`src/pas_pkg.sv`:
```
`timescale 1ns / 1ps
// ============================================================================
// pas_pkg
// Shared widths, constants, codes and types of the preferential attachment
// sampler.
// ============================================================================
package pas_pkg;

    // Default sizing of the node table and of the pick set
    localparam int MAX_NODES_DEF = 1024;
    localparam int MAX_LINKS_DEF = 8;

    // Fixed field and state widths
    localparam int RAND_W     = 32;
    localparam int NODE_OUT_W = 10;
    localparam int DEG_W      = 10;
    localparam int TOTAL_W    = 16;
    localparam int LINKS_W    = 4;
    localparam int INIT_W     = 7;
    localparam int PROD_W     = RAND_W + TOTAL_W;
    localparam int THR_W      = TOTAL_W + 1;
    localparam int M_DATA_W   = 24;

    // Configuration port
    localparam int CFG_IDX_W  = 1;
    localparam int CFG_DATA_W = 7;
    localparam logic [CFG_IDX_W-1:0] CFG_LINKS = 1'b0;
    localparam logic [CFG_IDX_W-1:0] CFG_INIT  = 1'b1;

    // Reset values of the configuration registers
    localparam logic [LINKS_W-1:0] LINKS_RST = 4'd3;
    localparam logic [INIT_W-1:0]  INIT_RST  = 7'd10;

    // Operation codes carried in s_tuser
    localparam logic OP_INIT = 1'b0;
    localparam logic OP_DRAW = 1'b1;

    // Result status codes carried in m_tuser
    localparam logic STAT_EDGE = 1'b0;
    localparam logic STAT_FULL = 1'b1;

    // Saturation limits
    localparam logic [DEG_W-1:0]   DEG_MAX   = 10'd1023;
    localparam logic [TOTAL_W-1:0] TOTAL_MAX = 16'hFFFF;

    // Commands from the sequencer to the pick set
    typedef struct packed {
        logic clear;
        logic insert;
    } pick_ctrl_t;

endpackage

```
`src/pas_pick_set.sv`:
```
`timescale 1ns / 1ps
// ============================================================================
// pas_pick_set
// Sorted set of picked nodes without duplicates, with one read port.
// ============================================================================
module pas_pick_set #(
    parameter int MAX_LINKS = pas_pkg::MAX_LINKS_DEF,
    parameter int NODE_W    = 10
) (
    input  logic                                aclk,
    input  logic                                aresetn,
    input  pas_pkg::pick_ctrl_t                 ctrl,
    input  logic [NODE_W-1:0]                   ins_node,
    input  logic [((MAX_LINKS > 1) ? $clog2(MAX_LINKS) : 1)-1:0] rd_idx,
    output logic [NODE_W-1:0]                   rd_node,
    output logic [$clog2(MAX_LINKS + 1)-1:0]    count
);

    localparam int LCNT_W = $clog2(MAX_LINKS + 1);

    logic [NODE_W-1:0]    set_reg  [MAX_LINKS];
    logic [NODE_W-1:0]    set_next [MAX_LINKS];
    logic [LCNT_W-1:0]    count_reg;
    logic [LCNT_W-1:0]    count_next;
    logic [MAX_LINKS-1:0] lt;
    logic [MAX_LINKS-1:0] eq;
    logic                 do_ins;

    // Compare the new node against every held entry; the smaller ones form a prefix
    always_comb begin
        for (int k = 0; k < MAX_LINKS; k++) begin
            lt[k] = (count_reg > LCNT_W'(k)) && (set_reg[k] < ins_node);
            eq[k] = (count_reg > LCNT_W'(k)) && (set_reg[k] == ins_node);
        end
        do_ins = ctrl.insert && !(|eq) && (count_reg < LCNT_W'(MAX_LINKS));
    end

    // Shift the tail up by one and drop the new node into its slot
    always_comb begin
        set_next[0] = lt[0] ? set_reg[0] : ins_node;
        for (int k = 1; k < MAX_LINKS; k++) begin
            if (lt[k]) begin
                set_next[k] = set_reg[k];
            end else if (lt[k-1]) begin
                set_next[k] = ins_node;
            end else begin
                set_next[k] = set_reg[k-1];
            end
        end
        count_next = count_reg;
        if (ctrl.clear) begin
            count_next = '0;
        end else if (do_ins) begin
            count_next = count_reg + LCNT_W'(1);
        end
    end

    always_ff @(posedge aclk) begin
        if (!aresetn) begin
            count_reg <= '0;
        end else begin
            count_reg <= count_next;
        end
    end

    always_ff @(posedge aclk) begin
        if (do_ins) begin
            for (int k = 0; k < MAX_LINKS; k++) begin
                set_reg[k] <= set_next[k];
            end
        end
    end

    assign rd_node = set_reg[rd_idx];
    assign count   = count_reg;

endmodule
```
`config.mk`:
```
export PLATFORM = sky130hd
export DESIGN_NAME = pas_pick_set
export DESIGN_NICKNAME = d
export VERILOG_FILES = /design/src/pas_pkg.sv /design/src/pas_pick_set.sv
export SDC_FILE = /design/constraint.sdc
export NUM_CORES = 1
export LEC_CHECK = 0
export BUFFER_PORTS_ARGS = -buffer_cell sky130_fd_sc_hd__buf_2
export CAP_MARGIN = 20
export CORE_ASPECT_RATIO = 0.5
export CORE_UTILIZATION = 55
export CTS_CLUSTER_DIAMETER = 200
export CTS_CLUSTER_SIZE = 10
export DETAILED_ROUTE_END_ITERATION = 6
export PLACE_DENSITY = 0.82
export SLEW_MARGIN = 25
export SYNTH_ARGS = -nofsm -noshare
export SYNTH_HDL_FRONTEND = slang
export SYNTH_SLANG_ARGS = --single-unit
```
`constraint.sdc`:
```
create_clock -name aclk -period 5.3 [get_ports aclk]
set_input_delay 0.53 -clock aclk [delete_from_list [all_inputs] [get_ports aclk]]
set_output_delay 0.53 -clock aclk [all_outputs]
set_load 0.01 [all_outputs]
```
==> metrics.txt <==
# TYPE chip_impl_metric gauge
chip_impl_info{name="status",value="finished, final reports clean"} 1
chip_impl_info{name="critPathKind",value="input pin to register"} 1
chip_impl_info{name="layout_common_cells",value="ha_1, edfxtp_1, mux2_2"} 1
chip_impl_metric{name="synth_area_per_cell",unit="µm²"} 12.5
chip_impl_metric{name="grt_use_total",unit="%"} 27.9
chip_impl_metric{name="period_share",unit="%"} 64.2
chip_impl_metric{name="yosysSeqAreaShare",unit="%"} 42.4
chip_impl_metric{name="final_period_minus_worst_setup_slack",unit="ns"} 3.40
chip_impl_metric{name="clk_transition_reported_paths",unit="ns"} 0.06
chip_impl_info{name="timing.critical_path.max_delay_family",value="simple AND/OR/NAND/NOR gates"} 1
chip_impl_info{name="grt_busiest_layer",value="met2"} 1
chip_impl_metric{name="final.hold.worst_slack",unit="ns"} 0.482
chip_impl_metric{name="clock_insertion_delay_worst_skew",unit="ns"} 0.34
chip_impl_metric{name="floorplan.core_area",unit="µm²"} 10300
chip_impl_metric{name="cts_num_sinks",unit=""} 84
chip_impl_metric{name="max_clock_buf_depth",unit=""} 2
chip_impl_metric{name="route.detailed.drc",unit=""} 0
chip_impl_metric{name="detailedPlacementHpwl",unit="mm"} 11.2
chip_impl_metric{name="slew_at_the_pin_with_the_worst_max_slew_slack",unit="ns"} 1.05
chip_impl_metric{name="initial_utilization",unit="%"} 57.0
chip_impl_metric{name="wirelength",unit="mm"} 14.9
chip_impl_metric{name="static-leakage-power",unit="nW"} 2.60
chip_impl_metric{name="detail_route.first_pass.iterations",unit=""} 5
chip_impl_metric{name="crit_required",unit="ns"} 5.26
chip_impl_info{name="hold_class",value="input pin to register"} 1
chip_impl_metric{name="gp_congestion",unit=""} 0.901
chip_impl_metric{name="num-nets-final",unit=""} 600
chip_impl_metric{name="cts_hold_buffers",unit=""} 0
chip_impl_metric{name="ys_async_sr_fraction",unit="%"} 0
chip_impl_metric{name="io-pin-count",unit=""} 31
chip_impl_metric{name="critical_path_peak_fanout",unit=""} 12
chip_impl_metric{name="timing.final.setup_violations",unit=""} 0
chip_impl_metric{name="number_of_flip_flops_and_latches_in_the_synthesized_netlist",unit=""} 84
chip_impl_metric{name="antenna_left",unit=""} 0
chip_impl_metric{name="slew_viol_final",unit=""} 0
chip_impl_metric{name="max_stage_delay",unit="ns"} 0.91
chip_impl_metric{name="rows",unit=""} 26
chip_impl_metric{name="cts-htree-levels",unit=""} 3
chip_impl_metric{name="grt_start_max_net_pins",unit=""} 21
chip_impl_metric{name="maxSlewHeadroom",unit="%"} 29.4
chip_impl_metric{name="total_negative_slack_for_setup_checks",unit="ns"} 0
chip_impl_info{name="tritoncts",value="built"} 1
chip_impl_metric{name="grt_pass1_vias",unit=""} 3980
chip_impl_metric{name="syn-cell-area",unit="µm²"} 5860
chip_impl_metric{name="placed_area",unit="µm²"} 6150
chip_impl_metric{name="drt_iter0_drc",unit=""} 424
chip_impl_metric{name="die_y",unit="µm"} 75.0
chip_impl_metric{name="maxClockFrequency",unit="MHz"} 294
chip_impl_metric{name="synth-edff-count",unit=""} 80
chip_impl_metric{name="fin_ws",unit="ns"} 1.90
chip_impl_metric{name="cts_setup_buffers",unit=""} 0
chip_impl_metric{name="flow.area_growth_from_synthesis",unit="%"} 10.3
chip_impl_metric{name="max_cap_viol_count",unit=""} 0
chip_impl_metric{name="cellPowerDensity",unit="nW/µm²"} 283
chip_impl_metric{name="timing.critical_path.arrival",unit="ns"} 3.36
chip_impl_metric{name="power.ir.vdd_worst",unit="µV"} 157
chip_impl_metric{name="nFillCells",unit=""} 795
chip_impl_metric{name="largest_reg_flops",unit=""} 80
chip_impl_metric{name="grt_util_met1",unit="%"} 40.0
chip_impl_info{name="clk_root_buffer_cell",value="clkbuf_16"} 1
chip_impl_metric{name="io_buffers",unit=""} 30
chip_impl_info{name="layout.cells.most_common",value="ha_1"} 1
chip_impl_info{name="setup.worst_path.start_class",value="input pin"} 1
chip_impl_metric{name="number_of_hold_violations_in_the_final_report",unit=""} 0
chip_impl_metric{name="synth_warnings",unit=""} 0
chip_impl_metric{name="synthCells",unit=""} 467
chip_impl_metric{name="die-area",unit="µm²"} 11100
chip_impl_metric{name="post_route_cells_drive_above_1_share",unit="%"} 25.4
chip_impl_info{name="worst_path_max_delay_cell",value="nor2b_1"} 1
chip_impl_metric{name="antenna_found_initial",unit=""} 0
chip_impl_metric{name="grt_use_met3",unit="%"} 5.52
chip_impl_metric{name="groute.layer.met2.usage",unit="%"} 43.0
chip_impl_info{name="cp-end-kind",value="register"} 1
chip_impl_metric{name="via_per_inst",unit=""} 6.49
chip_impl_info{name="crit_chain",value="buf_2 -> inv_1 -> ha_1 -> nand4_1 -> a2111oi_0 -> nor3_1 -> nand4_2 -> nor2b_1"} 1
chip_impl_metric{name="mappedNetlistNets",unit=""} 569
chip_impl_metric{name="synthDistinctLibCells",unit=""} 46
chip_impl_metric{name="grt-ovfl-total",unit=""} 0
chip_impl_metric{name="worst_path_buffer_plus_inverter_count",unit=""} 2
chip_impl_info{name="top_ff_cell_synth",value="edfxtp_1"} 1
chip_impl_metric{name="finish.instance_area",unit="µm²"} 6460
chip_impl_metric{name="wl_per_cell",unit="µm"} 23.1
chip_impl_info{name="unrepaired_setup_endpoints_after_global_routing",value="false"} 1
chip_impl_metric{name="die_w",unit="µm"} 148
chip_impl_metric{name="total_number_of_vias",unit=""} 4170
chip_impl_metric{name="cts_resized",unit=""} 0
chip_impl_metric{name="worst_clock_skew",unit="ns"} 0.00483
chip_impl_metric{name="grt_first_pass_wirelength",unit="mm"} 22.6
chip_impl_metric{name="detailedPlace.worstSlack",unit="ns"} 1.63
chip_impl_metric{name="tritoncts.num_buffers",unit=""} 9
chip_impl_metric{name="num_antenna_cells",unit=""} 0
synth_stat cells (all sizes together) (6+ instances only):
cell type | instances | area (µm²)
a2111oi | 6 | 73.8
a21o | 9 | 67.6
a21oi | 23 | 115
buf | 8 | 47.5
clkbuf | 6 | 22.5
edfxtp | 80 | 2400
ha | 85 | 1060
inv | 26 | 97.6
mux2 | 61 | 687
mux4 | 20 | 450
nand2 | 32 | 120
nand4 | 15 | 100
nor2 | 18 | 72.6
nor2b | 11 | 68.8
o21ai | 32 | 160
where the power goes:
| group | total, mW | internal [mW] | switching (mW) | leakage [nW] |
|---|---|---|---|---|
| sequential | 0.839 | 0.792 | 0.0477 | 0.813 |
| combinational | 0.328 | 0.150 | 0.177 | 1.64 |
| clock | 0.660 | 0.411 | 0.250 | 0.147 |
| total | 1.83 | 1.35 | 0.475 | 2.60 |
cells by family after synthesis:
group,Yosys count,share of synthesized area (%)
fa+ha+maj,85,18.2
xor+xnor,1,0.150
flops,84,42.4
mux,82,19.6
simple gates,92,7.82
compound gates,83,9.06
buf+inv,40,2.86
final timing paths:
kind | start | to | slack [ns] | cells past startpoint
worst max-delay path | ins_node[7] | set_reg[5][8] | 1.90 | 8
worst min-delay path | ins_node[9] | set_reg[0][9] | 0.48 | 1
worst max register to register | set_reg[6][7] | set_reg[5][8] | 2.11 | 6
worst min register to register | set_reg[4][2] | set_reg[5][2] | 0.61 | 2
stage by stage:
stage | total power, mW | utilization [%] | std cells
floorplan | 1.05 | - | 467
global placement | 1.15 | 59.8 | 627
detailed placement | 1.17 | 59.8 | 627
CTS | 1.82 | 62.8 | 643
global route | 1.89 | 62.8 | 643
finish | 1.83 | 62.8 | 643
worst register-to-register path: cells and delay by family (launching register included):
family	cells	cell delay (ns)
and+or+nand+nor	5	1.98
DFF	1	0.49
adders and majority gates	1	0.34
cell type report:
| class | count | area, µm² | share of cell area, % |
|---|---|---|---|
| clock buffer | 11 | 233 | 3.60 |
| clock inverter | 5 | 76.3 | 1.18 |
| inverter | 26 | 97.6 | 1.51 |
| multi-input combinational | 343 | 3220 | 49.8 |
| sequential | 84 | 2480 | 38.4 |
| tap | 140 | 175 | 2.71 |
| timing repair buffer | 34 | 180 | 2.79 |
layer usage:
layer	up-vias	share of wire, %
met5	-	0
met4	0	2.1
met3	33	7.6
met2	200	45
met1	2065	46
li1	1872	-
Power figures use the tool's default switching activity.
